--- src/rtl/csfb_pkg.sv ---
`timescale 1ns / 1ps
`default_nettype none
// ----------------------------------------------------------------------------
// csfb_pkg: shared types and constants of the checked serial frame builder
// Holds the frame descriptor passed from the front end to the back end, the
// frame byte constants and the CRC-8 byte update.
// ----------------------------------------------------------------------------
package csfb_pkg;

  localparam int unsigned StepW = 3;

  localparam logic [7:0] CrcInit  = 8'h79;
  localparam logic [7:0] CrcPoly  = 8'h8C;
  localparam logic [7:0] HdrLock  = 8'h02;
  localparam logic [7:0] HdrRadio = 8'hA1;
  localparam logic [7:0] Trailer  = 8'hFF;
  localparam logic [7:0] ZeroByte = 8'h00;

  localparam logic FmtLock  = 1'b0;
  localparam logic FmtRadio = 1'b1;

  localparam logic KindStart   = 1'b0;
  localparam logic KindPayload = 1'b1;

  localparam logic [StepW-1:0] StepFirst   = 3'd0;
  localparam logic [StepW-1:0] StepPayChk  = 3'd1;
  localparam logic [StepW-1:0] StepPayTrl  = 3'd2;
  localparam logic [StepW-1:0] StepHdrLast = 3'd3;
  localparam logic [StepW-1:0] StepHdrChk  = 3'd4;
  localparam logic [StepW-1:0] StepHdrTrl  = 3'd5;

  typedef enum logic [1:0] {
    OP_START   = 2'd0,
    OP_PAYLOAD = 2'd1,
    OP_STRAY   = 2'd2
  } op_e;

  typedef struct packed {
    op_e        op;
    logic       fmt;
    logic       close;
    logic [7:0] cmd;
    logic [7:0] data;
  } desc_t;

  function automatic logic [7:0] crc8_update(input logic [7:0] crc, input logic [7:0] b);
    logic [7:0] c;
    logic [7:0] d;
    c = crc;
    d = b;
    for (int k = 0; k < 8; k++) begin
      if ((c[0] ^ d[0]) == 1'b1) begin
        c = (c >> 1) ^ CrcPoly;
      end else begin
        c = c >> 1;
      end
      d = d >> 1;
    end
    return c;
  endfunction

endpackage
`default_nettype wire

--- src/rtl/csfb_front.sv ---
`timescale 1ns / 1ps
`default_nettype none
// ----------------------------------------------------------------------------
// csfb_front: input word classifier
// Tracks the open frame and the payload bytes still expected, holds the
// format register and turns each accepted word into one descriptor.
// ----------------------------------------------------------------------------
module csfb_front (
  input  wire logic          clk_i,
  input  wire logic          rst_ni,
  input  wire logic          cfg_we_i,
  input  wire logic          cfg_wdata_i,
  input  wire logic          s_tvalid_i,
  output logic               s_tready_o,
  input  wire logic [23:0]   s_tdata_i,
  input  wire logic          s_tuser_i,
  input  wire logic          full_i,
  output logic               push_o,
  output csfb_pkg::desc_t    desc_o
);
  import csfb_pkg::*;

  logic       format_q, format_d;
  logic       open_q, open_d;
  logic       open_fmt_q, open_fmt_d;
  logic [7:0] left_q, left_d;
  logic [7:0] cmd;
  logic [7:0] len;
  logic [7:0] pbyte;
  logic [7:0] left_next;

  assign cmd   = s_tdata_i[7:0];
  assign len   = s_tdata_i[15:8];
  assign pbyte = s_tdata_i[23:16];

  assign s_tready_o = ~full_i;
  assign push_o     = s_tvalid_i & s_tready_o;

  always_comb begin
    format_d   = cfg_we_i ? cfg_wdata_i : format_q;
    open_d     = open_q;
    open_fmt_d = open_fmt_q;
    left_d     = left_q;
    left_next  = 8'd0;
    desc_o.op    = OP_STRAY;
    desc_o.fmt   = open_fmt_q;
    desc_o.close = 1'b0;
    desc_o.cmd   = cmd;
    desc_o.data  = pbyte;
    if (s_tuser_i == KindStart) begin
      left_next    = (len > 8'd1) ? (len - 8'd1) : 8'd0;
      desc_o.op    = OP_START;
      desc_o.fmt   = format_q;
      desc_o.data  = len;
      desc_o.close = (left_next == 8'd0);
      if (push_o) begin
        open_fmt_d = format_q;
        open_d     = (left_next != 8'd0);
        left_d     = left_next;
      end
    end else if (open_q) begin
      left_next    = (left_q > 8'd0) ? (left_q - 8'd1) : left_q;
      desc_o.op    = OP_PAYLOAD;
      desc_o.close = (left_next == 8'd0);
      if (push_o) begin
        open_d = (left_next != 8'd0);
        left_d = left_next;
      end
    end
  end

  always_ff @(posedge clk_i or negedge rst_ni) begin
    if (!rst_ni) begin
      format_q   <= FmtLock;
      open_q     <= 1'b0;
      open_fmt_q <= FmtLock;
      left_q     <= 8'd0;
    end else begin
      format_q   <= format_d;
      open_q     <= open_d;
      open_fmt_q <= open_fmt_d;
      left_q     <= left_d;
    end
  end

endmodule
`default_nettype wire

--- src/rtl/csfb_fifo.sv ---
`timescale 1ns / 1ps
`default_nettype none
// ----------------------------------------------------------------------------
// csfb_fifo: descriptor queue
// A short first-in first-out queue between the front end and the back end.
// ----------------------------------------------------------------------------
module csfb_fifo #(
  parameter int unsigned Depth = 4
) (
  input  wire logic             clk_i,
  input  wire logic             rst_ni,
  input  wire logic             push_i,
  input  wire csfb_pkg::desc_t  wdata_i,
  output logic                  full_o,
  input  wire logic             pop_i,
  output logic                  valid_o,
  output csfb_pkg::desc_t       rdata_o
);
  import csfb_pkg::*;

  localparam int unsigned AW = (Depth > 1) ? $clog2(Depth) : 1;
  localparam int unsigned CW = $clog2(Depth + 1);
  localparam logic [AW-1:0] LastIdx = AW'(Depth - 1);

  desc_t         mem_q [Depth];
  logic [AW-1:0] wr_q, wr_d;
  logic [AW-1:0] rd_q, rd_d;
  logic [CW-1:0] cnt_q, cnt_d;
  logic          do_push;
  logic          do_pop;

  assign full_o  = (cnt_q == CW'(Depth));
  assign valid_o = (cnt_q != '0);
  assign rdata_o = mem_q[rd_q];
  assign do_push = push_i & ~full_o;
  assign do_pop  = pop_i & valid_o;

  always_comb begin
    wr_d  = wr_q;
    rd_d  = rd_q;
    cnt_d = cnt_q;
    if (do_push) begin
      wr_d = (wr_q == LastIdx) ? '0 : wr_q + AW'(1);
    end
    if (do_pop) begin
      rd_d = (rd_q == LastIdx) ? '0 : rd_q + AW'(1);
    end
    case ({do_push, do_pop})
      2'b10:   cnt_d = cnt_q + CW'(1);
      2'b01:   cnt_d = cnt_q - CW'(1);
      default: cnt_d = cnt_q;
    endcase
  end

  always_ff @(posedge clk_i) begin
    if (do_push) begin
      mem_q[wr_q] <= wdata_i;
    end
  end

  always_ff @(posedge clk_i or negedge rst_ni) begin
    if (!rst_ni) begin
      wr_q  <= '0;
      rd_q  <= '0;
      cnt_q <= '0;
    end else begin
      wr_q  <= wr_d;
      rd_q  <= rd_d;
      cnt_q <= cnt_d;
    end
  end

endmodule
`default_nettype wire

--- src/rtl/csfb_back.sv ---
`timescale 1ns / 1ps
`default_nettype none
// ----------------------------------------------------------------------------
// csfb_back: frame byte sequencer
// Expands each descriptor into its frame bytes, one per cycle when output is
// ready, keeps the running CRC-8 or sum and drives the registered output word.
// ----------------------------------------------------------------------------
module csfb_back (
  input  wire logic             clk_i,
  input  wire logic             rst_ni,
  input  wire logic             valid_i,
  input  wire csfb_pkg::desc_t  desc_i,
  output logic                  pop_o,
  output logic                  m_tvalid_o,
  input  wire logic             m_tready_i,
  output logic [7:0]            m_tdata_o,
  output logic                  m_tlast_o,
  output logic [1:0]            m_tuser_o
);
  import csfb_pkg::*;

  desc_t            cur_q, cur_d;
  logic             cur_valid_q, cur_valid_d;
  logic [StepW-1:0] step_q, step_d;
  logic [7:0]       chk_q, chk_d;
  logic             ovalid_q, ovalid_d;
  logic [7:0]       obyte_q, obyte_d;
  logic             olast_q, olast_d;
  logic             odone_q, odone_d;
  logic             ostray_q, ostray_d;

  logic             lock;
  logic             emit;
  logic [7:0]       byte_c;
  logic             is_data;
  logic             last_c;
  logic             done_c;
  logic             stray_c;
  logic [7:0]       base;

  assign lock = (cur_q.fmt == FmtLock);
  assign emit = cur_valid_q & (~ovalid_q | m_tready_i);

  always_comb begin
    byte_c  = ZeroByte;
    is_data = 1'b0;
    last_c  = 1'b0;
    stray_c = 1'b0;
    case (cur_q.op)
      OP_START: begin
        case (step_q)
          StepFirst:   byte_c = lock ? HdrLock : HdrRadio;
          StepPayChk:  byte_c = lock ? cur_q.data : cur_q.cmd;
          StepPayTrl:  byte_c = ZeroByte;
          StepHdrLast: byte_c = lock ? cur_q.cmd : cur_q.data;
          StepHdrChk:  byte_c = chk_q;
          default:     byte_c = Trailer;
        endcase
        is_data = (step_q < StepHdrChk);
        last_c  = cur_q.close ? (step_q == (lock ? StepHdrTrl : StepHdrChk))
                              : (step_q == StepHdrLast);
      end
      OP_PAYLOAD: begin
        case (step_q)
          StepFirst:  byte_c = cur_q.data;
          StepPayChk: byte_c = chk_q;
          default:    byte_c = Trailer;
        endcase
        is_data = (step_q == StepFirst);
        last_c  = cur_q.close ? (step_q == (lock ? StepPayTrl : StepPayChk))
                              : (step_q == StepFirst);
      end
      default: begin
        byte_c  = ZeroByte;
        last_c  = 1'b1;
        stray_c = 1'b1;
      end
    endcase
    done_c = last_c & cur_q.close & ~stray_c;
  end

  always_comb begin
    base = chk_q;
    if ((cur_q.op == OP_START) && (step_q == StepFirst)) begin
      base = lock ? CrcInit : ZeroByte;
    end
    chk_d = chk_q;
    if (emit && is_data) begin
      chk_d = lock ? crc8_update(base, byte_c) : (base + byte_c);
    end
  end

  always_comb begin
    cur_d       = cur_q;
    cur_valid_d = cur_valid_q;
    step_d      = step_q;
    pop_o       = 1'b0;
    ovalid_d    = ovalid_q & ~m_tready_i;
    obyte_d     = obyte_q;
    olast_d     = olast_q;
    odone_d     = odone_q;
    ostray_d    = ostray_q;
    if (emit) begin
      ovalid_d = 1'b1;
      obyte_d  = byte_c;
      olast_d  = last_c;
      odone_d  = done_c;
      ostray_d = stray_c;
      if (last_c) begin
        pop_o       = valid_i;
        cur_valid_d = valid_i;
        cur_d       = desc_i;
        step_d      = StepFirst;
      end else begin
        step_d = step_q + StepW'(1);
      end
    end else if (!cur_valid_q) begin
      pop_o       = valid_i;
      cur_valid_d = valid_i;
      cur_d       = desc_i;
      step_d      = StepFirst;
    end
  end

  always_ff @(posedge clk_i) begin
    cur_q    <= cur_d;
    obyte_q  <= obyte_d;
    olast_q  <= olast_d;
    odone_q  <= odone_d;
    ostray_q <= ostray_d;
  end

  always_ff @(posedge clk_i or negedge rst_ni) begin
    if (!rst_ni) begin
      cur_valid_q <= 1'b0;
      step_q      <= StepFirst;
      chk_q       <= ZeroByte;
      ovalid_q    <= 1'b0;
    end else begin
      cur_valid_q <= cur_valid_d;
      step_q      <= step_d;
      chk_q       <= chk_d;
      ovalid_q    <= ovalid_d;
    end
  end

  assign m_tvalid_o = ovalid_q;
  assign m_tdata_o  = obyte_q;
  assign m_tlast_o  = olast_q;
  assign m_tuser_o  = {ostray_q, odone_q};

endmodule
`default_nettype wire

--- src/rtl/checked_serial_frame_builder.sv ---
`timescale 1ns / 1ps
`default_nettype none
// ----------------------------------------------------------------------------
// checked_serial_frame_builder: serial frame builder with CRC-8 or sum check
// Input words are start items (command and length) or payload bytes. Each
// word yields one or more output words, one frame byte each. A start word
// gives the header, four bytes, plus the check (and the 0xFF trailer in the
// lock format) when the frame has no payload. A payload word gives its byte,
// plus the check (and the trailer in the lock format) when it is the last one.
// A payload word with no open frame gives a single word flagged as a stray
// error. The format register is sampled at each start word. An input word's
// first output word passes the queue, the sequencer's register and the output
// register. Output runs at one word per cycle while the receiver is ready;
// the input takes one word per cycle while the queue has room, so sustained
// input rate is set by the number of output words each input word causes
// (one to six). Reset clears the open frame, the queue and the output
// register, and sets the format to lock. When the receiver stalls, the output
// word holds, the sequencer waits, and the queue fills until s_tready_o falls.
// ----------------------------------------------------------------------------
module checked_serial_frame_builder #(
  parameter int unsigned FifoDepth = 4
) (
  input  wire logic        clk_i,
  input  wire logic        rst_ni,
  input  wire logic        cfg_we_i,
  input  wire logic        cfg_wdata_i,  // frame_format
  input  wire logic        s_tvalid_i,
  output logic             s_tready_o,
  input  wire logic [23:0] s_tdata_i,    // command, frame_len, payload_byte
  input  wire logic        s_tuser_i,    // kind
  output logic             m_tvalid_o,
  input  wire logic        m_tready_i,
  output logic [7:0]       m_tdata_o,    // out_byte
  output logic             m_tlast_o,    // end_of_run
  output logic [1:0]       m_tuser_o     // frame_done, stray_error
);
  import csfb_pkg::*;

  logic  push;
  logic  full;
  logic  pop;
  logic  q_valid;
  desc_t wr_desc;
  desc_t rd_desc;

  csfb_front u_front (
    .clk_i      (clk_i),
    .rst_ni     (rst_ni),
    .cfg_we_i   (cfg_we_i),
    .cfg_wdata_i(cfg_wdata_i),
    .s_tvalid_i (s_tvalid_i),
    .s_tready_o (s_tready_o),
    .s_tdata_i  (s_tdata_i),
    .s_tuser_i  (s_tuser_i),
    .full_i     (full),
    .push_o     (push),
    .desc_o     (wr_desc)
  );

  csfb_fifo #(
    .Depth(FifoDepth)
  ) u_fifo (
    .clk_i  (clk_i),
    .rst_ni (rst_ni),
    .push_i (push),
    .wdata_i(wr_desc),
    .full_o (full),
    .pop_i  (pop),
    .valid_o(q_valid),
    .rdata_o(rd_desc)
  );

  csfb_back u_back (
    .clk_i     (clk_i),
    .rst_ni    (rst_ni),
    .valid_i   (q_valid),
    .desc_i    (rd_desc),
    .pop_o     (pop),
    .m_tvalid_o(m_tvalid_o),
    .m_tready_i(m_tready_i),
    .m_tdata_o (m_tdata_o),
    .m_tlast_o (m_tlast_o),
    .m_tuser_o (m_tuser_o)
  );

endmodule
`default_nettype wire
--- config.mk ---
export PLATFORM = sky130hd
export DESIGN_NAME = checked_serial_frame_builder
export DESIGN_NICKNAME = d
export VERILOG_FILES = /design/src/rtl/csfb_pkg.sv /design/src/rtl/csfb_front.sv /design/src/rtl/csfb_fifo.sv /design/src/rtl/csfb_back.sv /design/src/rtl/checked_serial_frame_builder.sv
export SDC_FILE = /design/constraint.sdc
export NUM_CORES = 1
export LEC_CHECK = 0
export CORE_ASPECT_RATIO = 0.75
export CORE_MARGIN = 1.5
export CORE_UTILIZATION = 45
export CTS_CLUSTER_DIAMETER = 150
export DETAILED_ROUTE_END_ITERATION = 12
export DONT_BUFFER_PORTS = 1
export GPL_TIMING_DRIVEN = 0
export SKIP_LAST_GASP = 1
export SLEW_MARGIN = 20
export SYNTH_ARGS = -nofsm -noshare
export SYNTH_HDL_FRONTEND = slang
export SYNTH_SLANG_ARGS = --single-unit
--- constraint.sdc ---
create_clock -name clk_i -period 4.36 [get_ports clk_i]
set_clock_uncertainty 0.05 [all_clocks]
set_input_delay 0.872 -clock clk_i [delete_from_list [all_inputs] [get_ports clk_i]]
set_output_delay 0.872 -clock clk_i [all_outputs]
set_load 0.005 [all_outputs]
* Word-level counts from Yosys, hierarchy flattened
Memories as Yosys holds them, arrays and structs flattened.
Cells that the tools add are included.
** Cells by class
- $add $sub $neg :: 8
- Order comparisons :: 3
- Equal/unequal tests :: 16
- Multiplexer cells :: 65
- Bitwise logic cells :: 28
- Reduce and logical (&&, ||, !) cells :: 15
** Operator list (number)
- $mux W8 :: 27
- $mux W20 :: 3
- $pmux W8 S5 :: 1
- $pmux W8 S2 :: 2
- $not A2 Y3 :: 8
- $mux W1 :: 20
- $gt A8 B1 Y1 const B :: 2
- $logic_not A8 Y1 :: 2
- $reduce_bool A8 Y1 :: 2
- $sub A8 B1 Y8 const B :: 2
- $mux W2 :: 5
- $mux W3 :: 3
- $add A8 B8 Y8 :: 1
- $xor A1 B1 Y1 :: 8
- $and A1 B1 Y1 :: 7
- $mux W7 :: 1
- $add A3 B1 Y3 const B :: 2
- $eq A2 B2 Y1 const B :: 3
- $eq A3 B2 Y1 const B :: 2
- $eq A3 B3 Y1 :: 2
- $eq A3 B3 Y1 const B :: 2
- $pmux W3 S2 :: 1
- $add A2 B1 Y2 const B :: 2
- $eq A2 B1 Y1 const B :: 2
- 16 further kinds :: 25
** Word-level totals
- Register bits :: 62
- Memory bits (writable) :: 80
- Input bits :: 31
- Output and inout bits :: 13
- Word-level logic and storage cells :: 156
- Memories :: 1
** Memories
- u_fifo.mem_q :: words 4, bits a word 20, read ports 1, clocked after Yosys merged registers in 0, write ports 1, RTL line csfb_fifo.sv:25 : desc_t mem_q [Depth];

* Logic depth before layout (Yosys ltp)
- Depth after elaboration :: 27
- Mapped depth :: 19
- Gate-level depth less buffers :: 17

* Modules after synthesis
A second synthesis with hierarchy kept.
** Second synthesis, totals
- Cells, all modules :: 547
- Area, all modules :: 7280.7 um^2
** By module, submodules not included
- csfb_fifo :: times used 1, cells an instance 144, area each 3349.5 um^2
- csfb_back :: times used 1, cells an instance 253, area each 2755.1 um^2
- csfb_front :: times used 1, cells an instance 150, area each 1176.1 um^2

* Worst setup path before layout
OpenSTA, ideal clock, no wires.
- Path type :: reg-to-reg
- Start :: register u_back.step_q[0]
- End :: register u_fifo.cnt_q[2]
- Arrival :: 4.631 ns
- Data required time :: 4.231 ns
- Slack :: -0.400 ns
- Stages on the path, launching flop included :: 17
- Path buffers :: 2
- Period minus slack after synthesis :: 4.760 ns
- Cell sequence :: dfrtp_1 -> inv_1 -> ha_1 -> buf_2 -> clkbuf_1 -> nor2_1 -> a2111oi_0 -> nor3_1 -> o21ai_0 -> o31ai_1 -> inv_1 -> ha_1 -> inv_1 -> fa_1 -> xor2_1 -> nor2_1 -> xor2_1
** Between the ends
- Longest elaborated chain between the ends :: 8
- Elaborated cells on any way between the ends :: 14
** RTL lines
- from (decl) :: RTL line csfb_back.sv:24 : logic [StepW-1:0] step_q, step_d;
- from (signal assigned) :: RTL line csfb_back.sv:136 : step_q <= StepFirst;
- from (signal assigned) :: RTL line csfb_back.sv:141 : step_q <= step_d;
- $eq A3 B3 Y1, or another cell as far along :: RTL line csfb_back.sv:70 : last_c = cur_q.close ? (step_q == (lock ? StepPayTrl : StepPayChk))
- $mux W1 (on tied branches) :: RTL line csfb_back.sv:70, csfb_back.sv:60
- $pmux W1 S2 * :: RTL line csfb_back.sv:49 : case (cur_q.op)
- $mux W1 * :: RTL line csfb_back.sv:109 : if (last_c) begin
- $mux W1 * :: RTL line csfb_back.sv:103 : if (emit) begin
- $and A1 B1 Y1 * :: RTL line csfb_fifo.sv:36 : assign do_pop = pop_i & valid_o;
- via u_fifo.do_pop :: RTL line csfb_fifo.sv:30 : logic do_pop;
- $eq A2 B1 Y1 or $eq A2 B2 Y1 (tied branches) :: RTL line csfb_fifo.sv:48 : case ({do_push, do_pop})
- $pmux W3 S2 or $reduce_bool A2 Y1 (tied branches)
- to (signal assigned) :: RTL line csfb_fifo.sv:69 : cnt_q <= cnt_d;
- to (decl) :: RTL line csfb_fifo.sv:28 : logic [CW-1:0] cnt_q, cnt_d;
Mark *: on every way through the listed nets, which the timed path passes. The rest lies on a longest branch.
A chain may end at the register's enable or synchronous reset.

* Final worst setup path
- Start :: register u_back.step_q[1]
- End :: register u_back.chk_q[0]
** Between the ends
- Longest elaborated chain between the ends :: 23
- Elaborated cells on any way between the ends :: 40
** RTL lines
- $eq A3 B3 Y1, or another cell as far along :: RTL line csfb_back.sv:51 : case (step_q)
- $pmux W8 S5 or $pmux W8 S2 (tied branches) :: RTL line csfb_back.sv:51, csfb_back.sv:64
- $pmux W8 S2 * :: RTL line csfb_back.sv:49
- via u_back.byte_c[0] :: RTL line csfb_back.sv:34 : logic [7:0] byte_c;
- $xor A1 B1 Y1 :: RTL line csfb_pkg.sv:52 : if ((c[0] ^ d[0]) == 1'b1) begin
- $mux W8 :: RTL line csfb_pkg.sv:52
- $mux W8 :: RTL line csfb_back.sv:88 : if (emit && is_data) begin
- $not A2 Y3 (no line)
- (+8 left out)
- $mux W8 :: RTL line csfb_back.sv:88
- $not A2 Y3 (no line)
- $mux W8 :: RTL line csfb_pkg.sv:52
- $mux W8 :: RTL line csfb_back.sv:88
- $mux W8 :: RTL line csfb_pkg.sv:52
- $mux W8 :: RTL line csfb_back.sv:88
- $mux W8 :: RTL line csfb_pkg.sv:52
- $mux W8 * :: RTL line csfb_back.sv:89 : chk_d = lock ? crc8_update(base, byte_c) : (base + byte_c);
- to (signal assigned) :: RTL line csfb_back.sv:137 : chk_q <= ZeroByte;
- to (signal assigned) :: RTL line csfb_back.sv:142 : chk_q <= chk_d;
- to (decl) :: RTL line csfb_back.sv:25 : logic [7:0] chk_q, chk_d;
Mark *: on every way through the listed nets, which the timed path passes. The rest lies on a longest branch. The select of a mux whose other input is x is not followed.

==> metrics <==
largest net degree at the start of global routing 32; kind of critical path reg -> reg; endpoints failing setup 0; fin. max-slew vios 0; CP max stage cell a2111oi_0; startpoint types register; Final #Nets 641; leak pwr 3.01 nW; HP Class in -> async; Core Area 16000 um^2; final setup margin 0.167 ns; antenna violations before repair 0; Post-Syn Area 7300 um^2; crit path DAT 4.42 ns; CP most frequent cell ha_1; clk_lat worst skew 0.42 ns; post-synth cell types 71; Die Width 150 um; CTS sink count 142; grt ovf 0; outcome completed; predominant post-synthesis flop cell edfxtp_1; total CTS buffers 17; Final period util 0.962; Worst setup EP type register; first-pass GRT wire length 25.5 mm; drt first pass iters 5; Post-route DRC 0; Max H-tree Level 4; post-layout util 0.512; max incr delay on CP 0.47 ns; Reg clk slew, reported paths 0.06 ns; fill count 1367; Min Hold Slack 0.0931 ns; die height 113 um; Max-Cap Viols 0; row count 40; asr flop ratio synth 0.218; Syn Nets 621; min Tclk post-route 4.19 ns; I/O pins 44; antenna viol nets, final 0; Post-DP HPWL 11.5 mm; GRT Overall Usage 0.203; Place WS -0.112 ns; EDFF count, synth 111; maximum buffer depth of the clock tree 2; RSZ-0062 raised after global routing yes; Most Crowded Layer GR met2; Buf/Inv on CP 3; routability cong. 0.869; vias in the first global route 4712; area of the multi-input gates 2970 um^2; DRT iter0 DRCs 273; Global Route met3 Usage 0.0524; Root Driver clkbuf_16; FF+latch area 4110 um^2; Critical Path Fanout Max 10; DR vias/cell 5.85; endpoints failing hold 0; P&R area growth vs syn 12.0%; routed length per instance 19.9 um; worst path cell trace inv_1 -> ha_1 -> buf_2 -> nor2b_1 -> clkbuf_2 -> a221oi_1 -> nor2_1 -> nor4_2 -> a311oi_2 -> ha_1 -> xnor2_1 -> xnor3_1 -> o2111a_1 -> a2111oi_0 -> nand3_1; cell count after synthesis 565; Avg Synthesized Cell Area 12.9 um^2; Initial Utilization 0.458; slew at the pin closest to its max-slew limit 1.07 ns; PwrDens 870 nW/um^2; register bit total from synthesis 142; Worst Path Required 4.59 ns; DRT Wirelength 16.0 mm; Slew HR 0.290; share of layout cells above drive strength 1 0.162; max frequency 0.239 GHz; hold_buf cts 0; vias 4729; CTS tree yes; GR Util met1 0.272; sequential fraction of the synthesis area 0.563; Peak VDD IR 0.359 mV; YS warnings 0; met2 GRT Util 0.320; port buffer count 0; die area 17000 um^2; kind of cell adding the most delay to the critical path compound AO/OA/AOI/OAI gates; ant diodes 0
## layout make-up
cell class / instances / area share
Tap cell: 210 / 0.0321
Inverter: 31 / 0.0142
Sequential cell: 142 / 0.502
Buffer: 29 / 0.0187
Clock inverter: 14 / 0.0148
Clock buffer: 18 / 0.0525
Multi-Input combinational cell: 363 / 0.364
Timing Repair Buffer: 1 / 0.00184
## registers in the layout, indices dropped and copies added (netlist names), 2 cells and up
name	count
u_back.chk_q	8
u_fifo.mem_q	80
u_fifo.rd_q	2
u_fifo.wr_q	2
u_back.cur_q	20
u_front.left_q	8
u_back.step_q	3
u_fifo.cnt_q	3
u_back.m_tdata_o	8
## worst paths after layout
check,startpoint,slack (ns),cells past startpoint,endpoint
max,u_back.step_q[1],0.17,15,u_back.chk_q[0]
min,rst_ni,0.09,0,u_back.chk_q[6]
max reg2reg,u_back.step_q[1],0.17,15,u_back.chk_q[0]
min reg2reg,u_front.open_fmt_q,0.46,1,u_front.open_fmt_q
max in group asynchronous,rst_ni,4.06,0,u_front.open_fmt_q
min in group clk_i,u_front.open_fmt_q,0.46,1,u_front.open_fmt_q
## cell usage in the layout (no fill, tap or decap), drive strengths merged, types with 4 or more instances in the layout
| master | count |
|---|---|
| a21o | 7 |
| a21oi | 27 |
| a221oi | 8 |
| a22o | 4 |
| a32oi | 5 |
| and3 | 13 |
| buf | 15 |
| clkbuf | 33 |
| dfrtp | 31 |
| edfxtp | 111 |
| ha | 23 |
| inv | 40 |
| mux2 | 12 |
| mux2i | 7 |
| mux4 | 20 |
| nand2 | 34 |
| nand2b | 8 |
| nand3 | 11 |
| nand3b | 14 |
| nor2 | 30 |
| nor2b | 11 |
| nor3 | 15 |
| nor4 | 9 |
| o21ai | 23 |
| o22ai | 5 |
| xnor2 | 13 |
| xor2 | 6 |
## worst reg2reg max path, cell delays in order, from the launching register on
cell and delay [ns]:
dfrtp_1 0.43, inv_1 0.12, ha_1 0.25, buf_2 0.26, nor2b_1 0.19, clkbuf_2 0.26, a221oi_1 0.12, nor2_1 0.22
nor4_2 0.08, a311oi_2 0.33, ha_1 0.38, xnor2_1 0.27, xnor3_1 0.33, o2111a_1 0.16, a2111oi_0 0.47, nand3_1 0.14
## power breakdown
| group | leakage, nW | total, W | switching [W] | internal (W) |
|---|---|---|---|---|
| combinational | 1.33 | 0.00344 | 0.00194 | 0.00150 |
| sequential | 1.41 | 0.00232 | 0.000296 | 0.00203 |
| clock | 0.262 | 0.00135 | 0.000605 | 0.000747 |
| total | 3.01 | 0.00712 | 0.00284 | 0.00428 |
## synthesized netlist by cell type (all sizes together) (3+ instances only)
library cell,count,area share
a21boi,3,0.0031
a21o,7,0.0072
a21oi,27,0.019
a221oi,8,0.0096
a22o,4,0.0048
a311oi,3,0.0036
a32oi,5,0.0060
and3,13,0.011
buf,14,0.013
clkbuf,15,0.0077
dfrtp,31,0.11
edfxtp,111,0.46
ha,23,0.039
inv,31,0.016
mux2,12,0.018
mux2i,7,0.011
mux4,20,0.062
nand2,34,0.017
nand2b,8,0.0069
nand3,11,0.0075
nand3b,14,0.014
nor2,30,0.016
nor2b,11,0.0094
nor3,15,0.010
nor4,9,0.0077
o2111ai,3,0.0036
o211ai,3,0.0031
o21ai,23,0.016
o22ai,5,0.0043
o311ai,3,0.0036
o31ai,3,0.0031
or2,3,0.0026
xnor2,13,0.017
xor2,6,0.0072
## kinds of logic (layout without fill, tap and decap cells)
family | count (synthesis) | count (layout) | share of synthesized area
simple gates | 161 | 161 | 0.117
flops | 142 | 142 | 0.563
compound gates | 116 | 116 | 0.114
buf+inv | 60 | 93 | 0.0365
mux | 39 | 39 | 0.0915
fa+ha+maj | 25 | 25 | 0.0449
xor+xnor | 22 | 22 | 0.0334
## timing repair
item | CTS | global route
pin swaps | 0 | 1
buffers inserted | 0 | 0
endpoints found under the setup margin | 3 | 8
resized for setup | 2 | 7
## metal layers
metal / share of wire / wire, um
met1: 0.46 / 7380
met2: 0.47 / 7560
met3: 0.051 / 817
met4: 0.018 / 289
met5: 0 / 0
## metrics by stage
stage	TNS [ns]	cells	total power, W	cell area [um^2]
3_3_place_gp	-1.60	775	0.00563	7570
3_5_place_dp	-0.196	776	0.00571	7590
6_report	0	808	0.00712	8180
2_1_floorplan	0	565	0.00488	7300
5_1_grt	-0.0756	808	0.00759	8180
4_1_cts	0	808	0.00710	8150
No activity file was read; power rests on OpenSTA's default activity.
